File: config.mk
export PLATFORM = sky130hd
export DESIGN_NAME = rgpl_ram
export DESIGN_NICKNAME = d
export VERILOG_FILES = /design/src/rtl/rgpl_ram.sv
export SDC_FILE = /design/constraint.sdc
export NUM_CORES = 1
export LEC_CHECK = 0
export ABC_AREA = 1
export BUFFER_PORTS_ARGS = -buffer_cell sky130_fd_sc_hd__buf_4
export CELL_PAD_IN_SITES_DETAIL_PLACEMENT = 0
export CELL_PAD_IN_SITES_GLOBAL_PLACEMENT = 1
export CORE_MARGIN = 1
export CORE_UTILIZATION = 40
export CTS_CLUSTER_DIAMETER = 50
export DETAILED_ROUTE_END_ITERATION = 10
export GPL_TIMING_DRIVEN = 0
export PLACE_DENSITY_LB_ADDON = 0.1
export SKIP_CTS_REPAIR_TIMING = 1
export SLEW_MARGIN = 20
export SYNTH_ARGS = -nofsm -noshare
export SYNTH_HDL_FRONTEND = slang
export SYNTH_SLANG_ARGS = --single-unit
File: constraint.sdc
create_clock -name clk -period 1.3 [get_ports clk]
set_clock_uncertainty 0.1 [all_clocks]
set_input_delay 0.325 -clock clk [delete_from_list [all_inputs] [get_ports clk]]
set_output_delay 0.325 -clock clk [all_outputs]
set_load 0.01 [all_outputs]
File: src/rtl/rgpl_ram.sv
// rgpl_ram: generic single write port, single read port ram with registered read
// no dependencies
`default_nettype none
module rgpl_ram #(
	parameter int WIDTH = 8,
	parameter int DEPTH = 16
) (
	input  wire logic                     clk,
	input  wire logic                     we,
	input  wire logic [$clog2(DEPTH)-1:0] waddr,
	input  wire logic [WIDTH-1:0]         wdata,
	input  wire logic [$clog2(DEPTH)-1:0] raddr,
	output logic      [WIDTH-1:0]         rdata
);
	logic [WIDTH-1:0] mem [DEPTH];

	always_ff @(posedge clk) begin
		if (we) begin
			mem[waddr] <= wdata;
		end
		rdata <= mem[raddr];
	end
endmodule
`default_nettype wire

Word level (Yosys, flattened, before mapping)

Memory sizes are Yosys's and may differ from the RTL's. A register that Yosys moved wholly into a read port is not among the register bits.
Cells that the tools add are included.

RAM bits: 128
Logic and storage cells: 3
Input bits: 18
Bits in registers: 0
Output and inout port bits: 8
Memories kept: 1

Memory list:

| memory | words | width | rd ports | clocked after memory_dff | write ports | RTL line | source |
|---|---|---|---|---|---|---|---|
| mem    | 16    | 8     | 1        | 1                        | 1           | 15       | `logic [WIDTH-1:0] mem [DEPTH];` |

Muxes and demuxes: 2

Operator list:

| operator          | number |
|---|---|
| 1-bit two-way mux | 2 |

Logic depth before layout (Yosys ltp)

Depth in word-level cells: 2
Depth in mapped cells: 8

Least setup slack after synthesis

OpenSTA, ideal clock, no wires.

Kind: input port to flip-flop
Start point: in waddr[3]
End point: mem mem[4][0], enable pin
Data arrival time: 0.906 ns
Required time: 0.830 ns
Setup time: 0.370 ns
Slack: -0.076 ns
Cell stages on the path: 2
Buffers on the path: 0
Cell sequence: nand3b_1 > nor2_1

RTL lines:

| item               | RTL line | source |
|---|---|---|
| start: declaration | 10       | `input wire logic [$clog2(DEPTH)-1:0] waddr,` |
| end: declaration   | 15       |  |

Straight into the memory's write port.

Worst setup path after layout

Start point: in waddr[3]
End point: mem mem[6][0], enable pin

Straight into the memory's write port.

==> results.md <==
* Share of layout cells above drive strength 1 at 14.4%
* P&R area growth vs syn at 17.0%
* CP Launch Type: primary input
* Failing checks: setup timing
* Tcrit/Tclk final at 107%
* Simple-gate area share of the yosys netlist at 21.0%
* Post-synthesis register bit count at 136
* GR Util All Layers at 22.4%
* Clock sinks at 136
* CTS tree: yes
* Post-layout worst setup margin at -0.0950 ns
* Max-cap viol count at 0
* Clk network pwr share at 42.9%
* H-tree Lvls at 4
* Peak VDD IR at 0.872 mV
* Nature of the critical path endpoint: flop
* Mux cell area share after synthesis at 0%
* Vias at 3,845
* Die Ht at 122 um
* Final net count at 610
* Yosys top cell by area: edfxtp_1
* Seq pwr share at 49.9%
* NetSw at 0.00217 W
* First-pass GRT wire length at 22,800 um
* Fin cells at 785
* Synth Area per Inst at 10.5 um2
* Post-Synthesis Cells at 551
* Slew @ Worst Pin at 0.618 ns
* Initial antenna violation count at 0
* Critical path type: primary input to flop
* Pwr dens at 1460 nW/um2
* Rel. slew slack at 58.8%
* Synth Area in Adders at 0%
* Yosys cell types at 12
* Vias in the first global route at 3,611
* Core ar. at 14,000 um2
* DP HPWL at 9840 um
* Longest Clk Path Bufs at 2
* Die area at 14,900 um2
* Combinational family with the most area after synthesis: simple AND/OR/NAND/NOR gates
* Final Hold Vio Count at 0
* Switch share at 22.0%
* Site Rows at 43
* Sequential share of the synthesized area at 69.4%
* WL final at 15,000 um
* RSZ-0062 raised after global routing: yes
* Initial DRC Count at 268
* Post-DRT Antenna Nets at 0
* Top area cells in the synthesized netlist: edfxtp_1, nand2_1, nand3_1
* Avg WL per Cell at 19.1 um
* Routability cong. at 0.800
* Gate power share at 7.2%
* Ports at 26
* CTS root buf: clkbuf_16
* Period minus WS final at 1.40 ns
* Fmax at 717 MHz
* CP required at 1.24 ns
* Placed cell count at 753
* Die Span X at 122 um
* CTS clock-pin slew for the worst setup and hold paths at 0.05 ns
* Hold Path Class: primary input to flop
* Internal power at 0.00770 W
* CTS buffer count at 17
* Layout filler cell count at 1,327
* Arr. time, crit path at 1.34 ns
* Xor/xnor share of the synthesized area at 0%
* Syn nets at 569
* Compound-Gate Fraction of Synth Area at 0%
* Largest fanout on the critical path at 8
* DR DRC count at 0
* Top cell type's share of synthesized area at 66.7%
* Final slew viol count at 0
* Routed vias/inst at 4.90
* Ys Warns at 0
* Syn Std Cell Area at 5770 um2
* I/O Buffers at 22
* Antenna diodes at 0
* Leak at 2.89 nW
* Total Power at 0.00987 W
* Total gr overflow at 0
* Status: complete, but fails checks
* Setup Viol. Count Final at 16
* Router iterations before antenna repair at 5
* Clock latency on the worst-skew pair at 0.42 ns
* Initial Utilization at 41.2%
* Largest net degree at the start of global routing at 17
worst max-delay path: stages:
cell	delay, ns
buf_4	0.12
nand3b_1	0.32
nor2_2	0.57
metrics by stage:
step                instance area [um2]  TNS [ns]  hold slack [ns]  utilization [%]  worst slack [ns]
detailed placement                 6170    -63.45            0.589             44.1            -0.700
global placement                   6170    -61.77            0.567             44.1            -0.667
global route                       6750     -3.09            0.150             48.2            -0.167
floorplan                          5780     -6.52            0.324                -           -0.0758
finish                             6750     -1.18            0.151             48.2           -0.0950
CTS                                6690    -10.97            0.156             47.8            -0.266
state kept, by name (all words and copies together) (netlist names):
| signal | cells |
|---|---|
| mem | 128 |
| rdata | 8 |
final timing paths:
| check | startpoint | endpoint | slack, ns | cells past startpoint |
|---|---|---|---|---|
| max | waddr[3] | mem[6][0] | -0.1 | 3 |
| min | wdata[2] | mem[9][2] | 0.15 | 1 |
| max reg2reg | mem[11][4] | rdata[4] | 0.17 | 6 |
| min reg2reg | mem[7][2] | rdata[2] | 0.61 | 6 |
power by group through the flow:
stage                     sequential, W  combinational, W  clock, W
after floorplan                 0.00503          0.000349         0
after global placement          0.00501          0.000689         0
after detailed placement        0.00502          0.000696         0
after CTS                       0.00493          0.000699   0.00429
after global routing            0.00493          0.000780   0.00448
final                           0.00493          0.000708   0.00423
layout by cell type, fill, tap and decap left out, types with 4 or more instances in the layout:
cell / Yosys / routed
clkinv_2: 0 / 4
dfxtp_1: 8 / 8
buf_4: 4 / 27
nand2_1: 173 / 173
edfxtp_1: 128 / 128
inv_1: 100 / 100
nand3_1: 97 / 97
buf_6: 6 / 6
nor2_2: 0 / 12
buf_2: 13 / 8
nor2_4: 0 / 4
clkbuf_16: 0 / 17
clkbuf_1: 0 / 8
clkbuf_4: 0 / 4
final cells by class:
class / count / area [um2] / share of cell area, %
Buffer: 24 / 179 / 2.65
Clock buffer: 28 / 497 / 7.36
Clock inverter: 4 / 20.0 / 0.297
Inverter: 102 / 383 / 5.68
Multi-Input combinational cell: 289 / 1270 / 18.9
Sequential cell: 136 / 4000 / 59.3
Tap cell: 180 / 225 / 3.34
Timing Repair Buffer: 22 / 165 / 2.45
cell families after synthesis:
kind of cell	count (synthesis)
AND/OR/NAND/NOR	289
buffers and inverters	126
flip-flops	136
per-layer routing:
| layer | wire (um) | vias to the layer above | GRT usage (%) |
|---|---|---|---|
| li1 | - | 1861 | - |
| met1 | 6810 | 1844 | 30.8 |
| met2 | 6990 | 124 | 34.8 |
| met3 | 1030 | 16 | 5.57 |
| met4 | 209 | 0 | 7.24 |
| met5 | 0 | - | 0 |
Yosys cell counts:
library cell / count
dfxtp_1: 8
nor2_1: 17
edfxtp_1: 128
nand3_1: 97
nand3b_1: 2
buf_6: 6
inv_1: 100
buf_4: 4
buf_1: 1
inv_2: 2
nand2_1: 173
buf_2: 13
Power figures use the tool's default switching activity.
