`config.mk`:
```
export PLATFORM = sky130hd
export DESIGN_NAME = rgpl_div
export DESIGN_NICKNAME = d
export VERILOG_FILES = /design/src/rtl/rgpl_pkg.sv /design/src/rtl/rgpl_div.sv
export SDC_FILE = /design/constraint.sdc
export NUM_CORES = 1
export LEC_CHECK = 0
export BUFFER_PORTS_ARGS = -buffer_cell sky130_fd_sc_hd__buf_2
export CORE_ASPECT_RATIO = 1.25
export CORE_UTILIZATION = 45
export DETAILED_ROUTE_END_ITERATION = 8
export HOLD_SLACK_MARGIN = 0.02
export PLACE_DENSITY = 0.75
export SLEW_MARGIN = 40
export SYNTH_ARGS = -nofsm -noshare
export SYNTH_HDL_FRONTEND = slang
export SYNTH_SLANG_ARGS = --single-unit
```
`constraint.sdc`:
```
create_clock -name clk -period 3.65 [get_ports clk]
set_input_delay 0.365 -clock clk [delete_from_list [all_inputs] [get_ports clk]]
set_output_delay 0.365 -clock clk [all_outputs]
set_load 0.03 [all_outputs]
```
`src/rtl/rgpl_pkg.sv`:
```
// rgpl_pkg: shared constants for the replay gain loudness block
// no dependencies; imported by the interfaces, the divider and the top level
`default_nettype none
package rgpl_pkg;
	localparam int MAX_FRAMES = 8192;
	localparam int FRAME_AW   = $clog2(MAX_FRAMES);
	localparam int FCNT_W     = FRAME_AW + 1;
	localparam int ESUM_W     = 47;
	localparam int E_W        = 31;
	localparam int SAMPLE_W   = 16;
	localparam int GAIN_W     = 15;
	localparam int WIN_W      = 16;
	localparam int CFG_IDX_W  = 8;
	localparam int CFG_DATA_W = 16;

	localparam logic [CFG_IDX_W-1:0] CFG_WINDOW_SIZE     = 8'd0;
	localparam logic [CFG_IDX_W-1:0] CFG_REFERENCE_LEVEL = 8'd1;

	localparam logic [WIN_W-1:0]         WS_RESET  = 16'd2205;
	localparam logic signed [GAIN_W-1:0] REF_RESET = -15'sd8062;
	// 10*log10(2) in Q16
	localparam logic [17:0]              DB_COEF   = 18'd197283;
endpackage
`default_nettype wire

```
`src/rtl/rgpl_div.sv`:
```
// rgpl_div: restoring divider, one quotient bit per cycle
// depends on rgpl_pkg
`default_nettype none
module rgpl_div (
	input  wire logic                        clk,
	input  wire logic                        arst_n,
	input  wire logic                        start,
	input  wire logic [rgpl_pkg::ESUM_W-1:0] dividend,
	input  wire logic [15:0]                 divisor,
	output logic                             done,
	output logic [rgpl_pkg::ESUM_W-1:0]      quotient
);
	import rgpl_pkg::*;

	localparam int CNT_W = $clog2(ESUM_W);

	logic              busy_q;
	logic              done_q;
	logic [CNT_W-1:0]  cnt_q;
	logic [15:0]       div_q;
	logic [15:0]       rem_q;
	logic [ESUM_W-1:0] quo_q;
	logic [16:0]       rem_sh;
	logic              fits;

	assign rem_sh   = {rem_q, quo_q[ESUM_W-1]};
	assign fits     = rem_sh >= {1'b0, div_q};
	assign done     = done_q;
	assign quotient = quo_q;

	always_ff @(posedge clk or negedge arst_n) begin
		if (!arst_n) begin
			busy_q <= 1'b0;
			done_q <= 1'b0;
			cnt_q  <= '0;
		end else begin
			done_q <= 1'b0;
			if (start) begin
				busy_q <= 1'b1;
				cnt_q  <= '0;
			end else if (busy_q) begin
				cnt_q <= cnt_q + CNT_W'(1);
				if (cnt_q == CNT_W'(ESUM_W - 1)) begin
					busy_q <= 1'b0;
					done_q <= 1'b1;
				end
			end
		end
	end

	always_ff @(posedge clk) begin
		if (start) begin
			div_q <= divisor;
			rem_q <= '0;
			quo_q <= dividend;
		end else if (busy_q) begin
			rem_q <= fits ? 16'(rem_sh - {1'b0, div_q}) : rem_sh[15:0];
			quo_q <= {quo_q[ESUM_W-2:0], fits};
		end
	end

`ifndef SYNTHESIS
	a_start_idle: assert property (@(posedge clk) disable iff (!arst_n)
		start |-> !busy_q) else $error("divider started while busy");
	a_done_after_busy: assert property (@(posedge clk) disable iff (!arst_n)
		done_q |-> $past(busy_q)) else $error("divider done without work");
	a_done_pulse: assert property (@(posedge clk) disable iff (!arst_n)
		done_q |=> !done_q || $past(start)) else $error("divider done held");
`endif
endmodule
`default_nettype wire

```
After elaboration in Yosys (flattened, before gate mapping) --
Cells that the tools add are included.
Storage, ports and cells: flip-flop bits (word level) 87, latch bits 0, bits in writable memories 0, ROM bits 0, output and inout port bits 48, memories 0
Cells by class: add/subtract/negate cells 2, multipliers 0, div/mod/pow operators 0, $lt $le $gt $ge 1, equal/unequal tests 1, shifts and indexed selects 0, muxes and demuxes 11, bitwise logic cells 0, reduce and logical (&&, ||, !) cells 1
Operators by type and width (count):
- $mux 47 | 2
- $ge 17x16->1 | 1
- $mux 16 | 1
- $sub 16x16->16 | 1
- $mux 6 | 2
- $add 6x1->6 const B | 1
- $eq 6x6->1 const B | 1
- $mux 1 | 6
- $reduce_bool 2->1 | 1

Longest topological paths before layout --
Gate-level depths: netlist of the first run.
depth after elaboration 4, gate-level depth with buffers 10, mapped depth without buffers 9

Worst setup path after synthesis of the first run --
No wires, ideal clock.
kind reg2reg, start point reg quo_q[46] (netlist: quotient[46]), end point reg rem_q[12], data arrival time 2.372 ns, data required time 3.528 ns, path slack 1.156 ns, stages on the path, launching flop included 10, buffers on the path 0, cells stage by stage edfxtp_1 inv_1 ha_1 fa_1 nand2b_1 a21oi_1 o311a_1 o31ai_2 xnor2_1 a311o_1
On the way: cells in the longest elaborated chain, start to end 2
Ends and longest elaborated chain:
- from (decl) | RTL line rgpl_div.sv:22 | logic [ESUM_W-1:0] quo_q;
- from (signal assigned) | RTL line rgpl_div.sv:55 | quo_q <= dividend;
- from (signal assigned) | RTL line rgpl_div.sv:58 | quo_q <= {quo_q[ESUM_W-2:0], fits};
- $sub 16x16->16 / $ge 17x16->1 (equally long branches) | RTL line rgpl_div.sv:57, rgpl_div.sv:27
- $mux 16 (*) | RTL line rgpl_div.sv:57 | rem_q <= fits ? 16'(rem_sh - {1'b0, div_q}) : rem_sh[15:0];
- to (signal assigned) | RTL line rgpl_div.sv:57
- to (decl) | RTL line rgpl_div.sv:21 | logic [15:0] rem_q;
Mark *: on every way between the ends. The rest lies on a longest branch, timed or not. A chain may end at the register's enable or synchronous reset.

Worst setup path after layout of the first run --
Same ends and word-level chain as after synthesis.

==> results of run 1 <==
through the flow:
step | std cells | worst slack (ns) | hold slack (ns) | cell area (um2)
2_1_floorplan | 388 | 1.156 | 0.06941 | 4604
5_1_grt | 626 | 0.9014 | 0.1941 | 5567
4_1_cts | 626 | 0.9606 | 0.1901 | 5562
6_report | 626 | 1.059 | 0.2005 | 5567
3_5_place_dp | 609 | 0.9913 | 0.2144 | 5259
3_3_place_gp | 609 | 1.104 | 0.2101 | 5255
critical path, delay by kind of cell (launching register included):
kind,cells,cell delay (ns)
xor+xnor,1,0.16
simple gates,1,0.20
buf+inv,1,0.05
compound gates,4,1.08
fa+ha+maj,2,0.62
flops,1,0.36
cells by family (layout without fill, tap and decap cells):
family,count (synthesis),after routing
AO/OA/AOI/OAI,86,86
XOR/XNOR,10,10
adder cells (fa/ha/maj),19,19
buffers and inverters,44,156
flip-flops,87,87
multiplexers,48,48
AND/OR/NAND/NOR,94,94
synth_stat cells (2+ instances only):
library cell | number | area [um2]
a21oi_1 | 15 | 75.07
ha_1 | 18 | 225.2
buf_2 | 4 | 20.02
inv_1 | 20 | 75.07
nor4_1 | 8 | 50.05
buf_6 | 2 | 22.52
a211oi_1 | 7 | 52.55
a31o_2 | 3 | 26.28
o21ai_2 | 2 | 17.52
nand2_1 | 19 | 71.32
o21a_1 | 4 | 30.03
mux2_2 | 47 | 529.3
a31oi_1 | 3 | 18.77
edfxtp_1 | 63 | 1892
a211o_1 | 2 | 17.52
nor3_1 | 5 | 25.02
o311a_1 | 3 | 30.03
nand2b_1 | 3 | 18.77
a21o_1 | 6 | 45.04
a311oi_1 | 8 | 70.07
o21ai_0 | 10 | 50.05
nand3_1 | 10 | 50.05
and3_1 | 3 | 18.77
xnor2_1 | 6 | 52.55
and2_1 | 4 | 25.02
nor2_1 | 29 | 108.9
xor2_1 | 4 | 35.03
dfxtp_1 | 16 | 320.3
o41ai_1 | 2 | 17.52
or3_1 | 2 | 12.51
o211ai_1 | 6 | 45.04
nand4_1 | 4 | 25.02
clkbuf_1 | 13 | 48.80
dfrtp_1 | 8 | 200.2
or2_2 | 2 | 12.51
area by class of cell:
class / count / share of cell area (%)
Sequential cell: 87 / 43.34
Multi-Input combinational cell: 257 / 36.10
Timing Repair Buffer: 118 / 10.99
Clock buffer: 12 / 4.428
Tap cell: 126 / 2.832
Inverter: 22 / 1.483
Clock inverter: 4 / 0.8316
report_power, final:
part	internal, mW	leakage (nW)	switching [mW]	total (mW)
registers	1.23	0.891	0.113	1.34
logic	0.518	1.36	0.776	1.29
clock network	0.546	0.140	0.364	0.910
total	2.29	2.39	1.25	3.54
timing repair:
action                                 4_1_cts  5_1_grt
endpoints found under the hold margin        8        0
hold buffers                                 1        0
setup endpoints to repair                    0        0
worst paths after layout:
kind	endpoint	cells past startpoint
max	rem_q[12]	9
min	div_q[13]	1
max reg2reg	rem_q[12]	9
min reg2reg	rem_q[8]	2
max in group asynchronous	cnt_q[3]	2
min in group asynchronous	cnt_q[1]	2
flip-flops by register name, indices dropped and copies added, names as in the netlist:
signal	flops
quotient	47
done	1
cnt_q	6
rem_q	16
busy_q	1
div_q	16
routing by layer:
layer	part of all wire, %	up-vias	global-route usage (%)
met4	1.9	0	9.167
met5	0	-	0
met3	7.2	16	5.159
met2	50	141	35.21
li1	-	1688	-
met1	41	1704	25.64
==> results by group, run 1 <==
Yosys
  – Syn avg cell area: 11.87 um2
  – Syn_nets: 473
  – Number of synthesized flops with an enable pin: 63
  – Cell Area, Synth: 4604 um2
  – Syn Inst Count: slightly below 400
  – Post-Synth XOR/XNOR Area: under 10%
  – Sequential share of the synthesized area: between 50% and 60%
  – Synth Area in Compound Gates: approximately 14%
  – Post-synth ARST share: a little under a tenth
  – Dominant synthesized flop cell: edfxtp_1
  – Adder-Cell Fraction of Synth Area: between 5 and 6%
  – Cell variety after synth: 62
  – Synth warnings: 0
  – Main combinational cell family by area after synthesis: compound AO/OA/AOI/OAI gates
  – Post-Synth Simple-Gate Area: between 10 and 15%
  – Seq cells post-synth: 87
  – Mux contribution to synthesized area: a little under an eighth

Final layout
  – Footprint of the multi-input gates: 2009 um2
  – Area Growth Syn to Fin: 20.90%
  – Most frequent cells in the layout: buf_2, edfxtp_1, mux2_2, nor2_1, inv_1
  – Layout cell share with drive strength beyond 1: between 30% and 40%
  – N_diodes: 0
  – Fill cells: just over 800
  – Final core occ: between 50% and 60%
  – Nets: 580
  – Storage cell area: around 2400 um2
  – Leading cell type in the layout, fill and taps excluded: buf_2

Hold path
  – Hold path startpoint: divisor[13]
  – Worst hold path class: in2reg

Clock network
  – TritonCTS buffer count: 9
  – Worst-Skew Late Latency: 0.34 ns
  – Max Buffers Root-to-Sink: 2
  – CTS sink count: 87
  – CTS tree: built
  – Setup bufs post-CTS: 0
  – Clock Tree Root: clkbuf_16
  – H-tree Lvls: 3
  – Post-CTS resize count: 0
  – Clock transition at the registers of the reported paths: about 0.06 ns

Critical path
  – Critical Path Max Stage Delay: around 0.41 ns
  – Worst setup SP type: register
  – Reg2reg setup slack: approximately 1.1 ns
  – Worst setup EP type: register
  – Worst-path fanout max: 4
  – Worst setup path start: quotient[46]
  – RR Startpoint: quotient[46]
  – Critical-path top delay cell: fa_1
  – Critical Path, Cell by Cell: inv_1 -> ha_1 -> fa_1 -> nand2b_1 -> a21oi_1 -> o311a_1 -> o31ai_2 -> xnor2_1 -> a311o_1
  – CP Class: reg2reg
  – Worst Path Required: ~3.9 ns
  – Crit path DAT: approximately 2.8 ns

Floorplan
  – Initial core utilization: about 47%
  – Die Height: roughly 120 um
  – I/O pins: approximately 110
  – Core Rows: 40
  – Core ar.: about 9800 um2
  – Die X-Extent: approximately 92 um
  – Die ar.: between 10000 and 15000 um2

STA
  – Peak Freq: ~390 MHz
  – Slew HR: 50.72%
  – Final hold vios: 0
  – Slew @ Worst Pin: 0.7392 ns
  – Setup TNS: 0 ns
  – Final clock skew: 0.004224 ns
  – Slew Viols, Final: 0
  – Final setup viols: 0
  – Min Tclk post-route: between 2 and 3 ns
  – RSZ-0062 raised after global routing: false
  – Period utilisation layout: a little under three quarters

Placed design
  – HPWL Detailed: just under 8000 um
  – Gpl congestion: 0.8640
  – Port Buffers: ~110

Global routing
  – First-pass GRT wire length: approximately 17000 um
  – Global-route usage over all layers: 20.97%
  – Largest net degree at the start of global routing: 84
  – Initial antenna violation count: 0
  – Vias in the first global route: approximately 3.6k
  – Total grt overflow: 0

Power and ir drop
  – Total power: roughly 3.5 mW
  – Leakage power: 2.389 nW
  – Maximum VDD drop: roughly 0.41 mV
  – Cell Pwr Density: between 600 and 700 nW/um2

Routing
  – Routed len/inst: 17.05 um
  – Post-route ant nets: 0
  – DR iter-0 viols: 340
  – Via count: around 3.5k
  – Drt drc: 0
  – DR pass1 iterations: 4
  – Drt total wl: between 10000 and 15000 um
  – Routed vias/inst: 5.669

Outcome
  – Status: finished clean

Run
  – Max_cap viols: 0
Power figures use the tool's default switching activity.
==> run 2: changes to the inputs <==
--- a/config.mk
+++ b/config.mk
@@ -5,6 +5,7 @@
 export SDC_FILE = /design/constraint.sdc
 export NUM_CORES = 1
 export LEC_CHECK = 0
+export ABC_AREA = 1
 export BUFFER_PORTS_ARGS = -buffer_cell sky130_fd_sc_hd__buf_2
 export CORE_ASPECT_RATIO = 1.25
 export CORE_UTILIZATION = 45
==> constraint.sdc (replaced) <==
create_clock -name clk -period 2.4 [get_ports clk]
set_input_delay 0.24 -clock clk [delete_from_list [all_inputs] [get_ports clk]]
set_output_delay 0.24 -clock clk [all_outputs]
set_load 0.03 [all_outputs]
==> results by group, run 2 <==
Yosys
  – Syn Inst Count: 573
  – Synth Area in Compound Gates: 2.291%
  – Most frequent cell after synthesis: nand2_1
  – Seq cells post-synth: 87
  – Post-synth top area share: between 40 and 50%
  – Post-Synth Simple-Gate Area: 33.14%
  – Sequential share of the synthesized area: roughly half
  – Number of synthesized flops with an enable pin: 63
  – Dominant synthesized flop cell: edfxtp_1
  – Mux contribution to synthesized area: 0%
  – Adder-Cell Fraction of Synth Area: approximately 5.2%
  – Main combinational cell family by area after synthesis: simple AND/OR/NAND/NOR gates
  – Area contributors post-synth: edfxtp_1, nand2_1, dfxtp_1
  – Syn_nets: about 660
  – Leading area contributor after synthesis: edfxtp_1
  – Syn avg cell area: 8.197 um2
  – Synth warnings: 0
  – Post-synth ARST share: 9.195%
  – Synth cell count leaders: nand2_1, edfxtp_1, inv_1
  – Cell variety after synth: 35
  – Cell Area, Synth: 4697 um2
  – Post-Synth XOR/XNOR Area: 1.305%

Clock network
  – H-tree Lvls: 3
  – CTS tree: built
  – Worst-Skew Late Latency: 0.34 ns
  – CTS sink count: just under 90
  – Max Buffers Root-to-Sink: 2
  – Post-CTS resize count: 0
  – Hold_buf cts: 1
  – TritonCTS buffer count: 9
  – Clock transition at the registers of the reported paths: approximately 0.060 ns
  – Setup bufs post-CTS: 0
  – Clock Tree Root: clkbuf_16

Final layout
  – Layout cell share with drive strength beyond 1: about 21%
  – Area Growth Syn to Fin: 21.68%
  – N_diodes: 0
  – Most frequent cells in the layout: nand2_1, buf_2, edfxtp_1, inv_1, nand3_1
  – Nets: roughly 770
  – Leading cell type in the layout, fill and taps excluded: nand2_1
  – Max reg flops: 47

Global routing
  – Vias in the first global route: 3977
  – Largest net degree at the start of global routing: 53
  – First-pass GRT wire length: ~18000 um
  – Global-route usage over all layers: 21.88%
  – Total grt overflow: 0
  – Initial antenna violation count: 0

Critical path
  – CP Class: reg2reg
  – Worst Path Required: 2.63 ns
  – Crit path DAT: between 2 and 2.5 ns
  – Worst setup EP type: register
  – Worst setup SP type: register
  – Worst-path fanout max: 18

STA
  – Setup TNS: 0 ns
  – Min Tclk post-route: around 2.1 ns
  – Slew Viols, Final: 0
  – Final setup viols: 0
  – RSZ-0062 raised after global routing: false
  – Final clock skew: around 0.0086 ns
  – Period utilisation layout: 89.34%
  – Slew HR: 52.86%
  – Final hold vios: 0
  – Peak Freq: roughly 470 MHz
  – Slew @ Worst Pin: slightly above 0.7 ns
  – Post-route setup slack: approximately 0.26 ns

Placed design
  – Gpl congestion: 0.8882
  – Dpl ws: about 0.29 ns
  – HPWL Detailed: around 8200 um
  – Port Buffers: approximately 110

Floorplan
  – Die X-Extent: 93.38 um
  – Core Rows: about 40
  – Die ar.: between 10000 and 15000 um2
  – Initial core utilization: between 40% and 50%
  – Core ar.: around 10000 um2
  – I/O pins: approximately 110
  – Die Height: 116.2 um

Routing
  – Drt drc: 0
  – DR pass1 iterations: 5
  – Via count: a little over 4k
  – Post-route ant nets: 0
  – Drt total wl: about 11000 um
  – DR iter-0 viols: about 190
  – Routed vias/inst: 5.002
  – Routed len/inst: about 14 um

Power and ir drop
  – Leakage power: roughly 3 nW
  – Maximum VDD drop: 0.4460 mV
  – Cell Pwr Density: roughly 1000 nW/um2

Outcome
  – Status: finished clean

Run
  – Max_cap viols: 0

Hold path
  – Worst hold path class: in2reg
==> run 2: cell types whose count changed in the layout (fill, tap and decap cells not counted), sizes merged, moves of 10 or more <==
cell,delta
nand3,+23
mux2,-47
inv,+42
nand3b,+17
o21ai,-10
nand2,+256
==> run 2: cell families (layout without fill, tap and decap cells) <==
logic type,after synthesis,count (layout)
AOI/OAI and AO/OA,20,20
xor gates and xnor gates,7,7
DFF,87,87
adders and majority gates,19,19
and+or+nand+nor,361,361
buffers and inverters,79,197
==> run 2: area by class of cell <==
type,count,area (um2)
clock buffers,10,229.0
clock inverters,6,93.84
fillers,891,4390
inverters,62,235.2
multi-input cells,407,1971
flip-flops and latches,87,2412
well taps,129,161.4
repair buffers,119,613.1
==> run 2: power by group <==
part           switching (mW)  internal (mW)
clock                   0.600          0.922
combinational            1.47          0.863
sequential              0.192           1.88
total                    2.26           3.67
==> run 2: worst paths after layout <==
check	from	to	slack, ns	cells after the start
max in group asynchronous	arst_n	cnt_q[0]	1.93	2
max	div_q[2]	rem_q[7]	0.26	13
min	divisor[5]	div_q[5]	0.08	1
max reg2reg	div_q[2]	rem_q[7]	0.26	13
min in group asynchronous	arst_n	cnt_q[3]	0.29	2
min reg2reg	rem_q[3]	rem_q[3]	0.47	2
==> run 2: stage by stage <==
| stage | utilization [%] | power [mW] | instances | area (um2) | hold WS [ns] |
|---|---|---|---|---|---|
| global route | 56.56 | 6.307 | 820 | 5715 | 0.06470 |
| floorplan | - | 3.863 | 573 | 4697 | -0.05559 |
| global placement | 53.24 | 4.389 | 803 | 5380 | 0.08849 |
| detailed placement | 53.26 | 4.402 | 803 | 5383 | 0.09124 |
| CTS | 56.56 | 5.945 | 820 | 5715 | 0.06061 |
| finish | 56.56 | 5.932 | 820 | 5715 | 0.07715 |
==> run 2: worst max-delay path, stage by stage, from the launching register on <==
cell and delay [ns]:
edfxtp_1 0.34, inv_1 0.06, ha_1 0.40, nand2_1 0.09, nand2_1 0.09, nand2_1 0.07
nand2_1 0.07, nand2_1 0.09, nand3_2 0.11, nand3_4 0.21, nand2_4 0.25, nand2_1 0.08
nand3_1 0.11, nand2_1 0.06
==> run 2: routing by layer <==
layer / vias to the layer above / routed length [um] / track usage (%)
met2: 160 / 5384 / 37.01
met3: 18 / 758 / 5.664
met1: 1877 / 4765 / 26.85
li1: 2047 / - / -
met5: - / 0 / 0
met4: 0 / 259 / 8.513
==> run 3: changes to the inputs <==
--- a/config.mk
+++ b/config.mk
@@ -7,11 +7,14 @@
 export LEC_CHECK = 0
 export ABC_AREA = 1
 export BUFFER_PORTS_ARGS = -buffer_cell sky130_fd_sc_hd__buf_2
+export CELL_PAD_IN_SITES_DETAIL_PLACEMENT = 1
+export CELL_PAD_IN_SITES_GLOBAL_PLACEMENT = 1
 export CORE_ASPECT_RATIO = 1.25
-export CORE_UTILIZATION = 45
+export CORE_UTILIZATION = 39
 export DETAILED_ROUTE_END_ITERATION = 8
+export GPL_TIMING_DRIVEN = 0
 export HOLD_SLACK_MARGIN = 0.02
-export PLACE_DENSITY = 0.75
+export PLACE_DENSITY_LB_ADDON = 0.1
 export SLEW_MARGIN = 40
 export SYNTH_ARGS = -nofsm -noshare
 export SYNTH_HDL_FRONTEND = slang
==> results by group, run 3 (same netlist as run 2, synthesis figures left out) <==
Run
  – Max_cap viols: 0

Critical path
  – Worst Path Required: between 2 and 3 ns
  – Worst-path fanout max: 10
  – Worst setup EP type: register
  – Worst setup path start: div_q[14]
  – Crit path DAT: about 2.4 ns
  – CP Class: reg2reg
  – Worst setup SP type: register
  – RR Startpoint: div_q[14]

Power and ir drop
  – Cell Pwr Density: 1022 nW/um2
  – Maximum VDD drop: approximately 0.47 mV
  – Leakage power: 3.013 nW

Clock network
  – Worst-Skew Late Latency: roughly 0.34 ns
  – CTS tree: built
  – TritonCTS buffer count: 9
  – Post-CTS resize count: 0
  – Hold_buf cts: 1
  – Clock transition at the registers of the reported paths: 0.07 ns
  – Max Buffers Root-to-Sink: 2
  – H-tree Lvls: 3
  – Clock Tree Root: clkbuf_16
  – CTS sink count: 87
  – Setup bufs post-CTS: 0

Routing
  – Drt total wl: 12620 um
  – Via count: roughly 4.1k
  – Routed len/inst: roughly 15 um
  – Post-route ant nets: 0
  – DR pass1 iterations: 4
  – DR iter-0 viols: 85
  – Routed vias/inst: ~4.8
  – Drt drc: 0

STA
  – Slew HR: approximately half
  – Peak Freq: roughly 450 MHz
  – Final setup viols: 0
  – Slew @ Worst Pin: 0.7730 ns
  – Final clock skew: between 0.007 and 0.008 ns
  – Post-route setup slack: ~0.20 ns
  – RSZ-0062 raised after global routing: false
  – Slew Viols, Final: 0
  – Period utilisation layout: 91.68%
  – Final hold vios: 0
  – Min Tclk post-route: approximately 2.2 ns

Global routing
  – Total grt overflow: 0
  – Initial antenna violation count: 0
  – Largest net degree at the start of global routing: between 40 and 50
  – First-pass GRT wire length: between 20000 and 25000 um
  – Global-route usage over all layers: 22.04%
  – Vias in the first global route: around 4.5k

Final layout
  – Nets: between 700 and 800
  – Area Growth Syn to Fin: 23.34%
  – Max reg flops: 47
  – Final core occ: 49.64%
  – Design area: roughly 5800 um2
  – N_diodes: 0
  – Fill cells: 1488
  – Most frequent cells in the layout: nand2_1, buf_2, edfxtp_1, inv_1, nand3_1
  – Layout cell share with drive strength beyond 1: between 20% and 30%
  – Leading cell type in the layout, fill and taps excluded: nand2_1

Placed design
  – HPWL Detailed: ~9700 um
  – Gpl congestion: roughly 0.84
  – Port Buffers: around 110
  – DP Area: around 5500 um2
  – Dpl ws: 0.08163 ns

Hold path
  – Worst hold path class: in2reg
  – Hold path startpoint: divisor[15]

Floorplan
  – Core Rows: between 40 and 50
  – Core ar.: roughly 12000 um2
  – Die ar.: 12490 um2
  – Die Height: 124.7 um
  – Initial core utilization: about 40%
  – I/O pins: around 110
  – Die X-Extent: roughly 100 um

Outcome
  – Status: finished clean
## run 3: cell count changes in the layout (fill, tap and decap cells not counted)
cell       previous run  this run
buf_12                0         1
clkinv_1              1         3
buf_2               113       115
buf_6                 0         1
bufinv_16             2         1
clkbuf_1              1        12
buf_4                 5         2
## run 3: layer usage
metal,share of wire [%],up-vias,track usage (%)
li1,-,2083,-
met1,39,1959,23.58
met2,55,82,41.02
met3,4.1,23,4.938
met4,2.2,0,8.610
met5,0,-,0
## run 3: final cells by class
class,instances,area (um2),share of cell area (%)
Timing Repair Buffer,115,595.6,10.28
Buffer,17,81.33,1.404
Multi-Input combinational cell,407,1971,34.02
Sequential cell,87,2412,41.64
Clock buffer,9,225.2,3.888
Inverter,62,235.2,4.060
Clock inverter,7,71.32,1.231
Tap cell,161,201.4,3.477
## run 3: worst paths after layout
| path | to | slack, ns | depth (start not counted) |
|---|---|---|---|
| min | div_q[15] | 0.06 | 1 |
| max | rem_q[14] | 0.20 | 10 |
| min reg2reg | rem_q[7] | 0.47 | 2 |
| min in group asynchronous | busy_q | 0.29 | 2 |
| max reg2reg | rem_q[14] | 0.20 | 10 |
| max in group asynchronous | cnt_q[5] | 1.94 | 2 |
## run 3: per-stage QoR
stage          TNS [ns]  hold slack (ns)  std cells  power (mW)
6_report              0          0.06440        865       5.923
5_1_grt               0          0.05847        865       6.359
4_1_cts               0          0.05166        865       5.997
3_5_place_dp          0          0.09403        848       4.534
3_3_place_gp     -31.93          0.09098        847       4.438
2_1_floorplan         0         -0.05559        573       3.863
## run 3: critical path, stage by stage (launching register included)
cell and delay (ns):
edfxtp_1 0.32, inv_1 0.04, ha_1 0.36, a21oi_1 0.28, o21a_1 0.15, nand2_1 0.08, nor2_4 0.31, buf_4 0.28
nand3b_1 0.11, nand3_1 0.10, nand2_1 0.06
## run 3: power breakdown
part / internal, mW / switching, mW / total (mW)
sequential: 1.88 / 0.176 / 2.06
combinational: 0.894 / 1.54 / 2.43
clock: 0.810 / 0.624 / 1.43
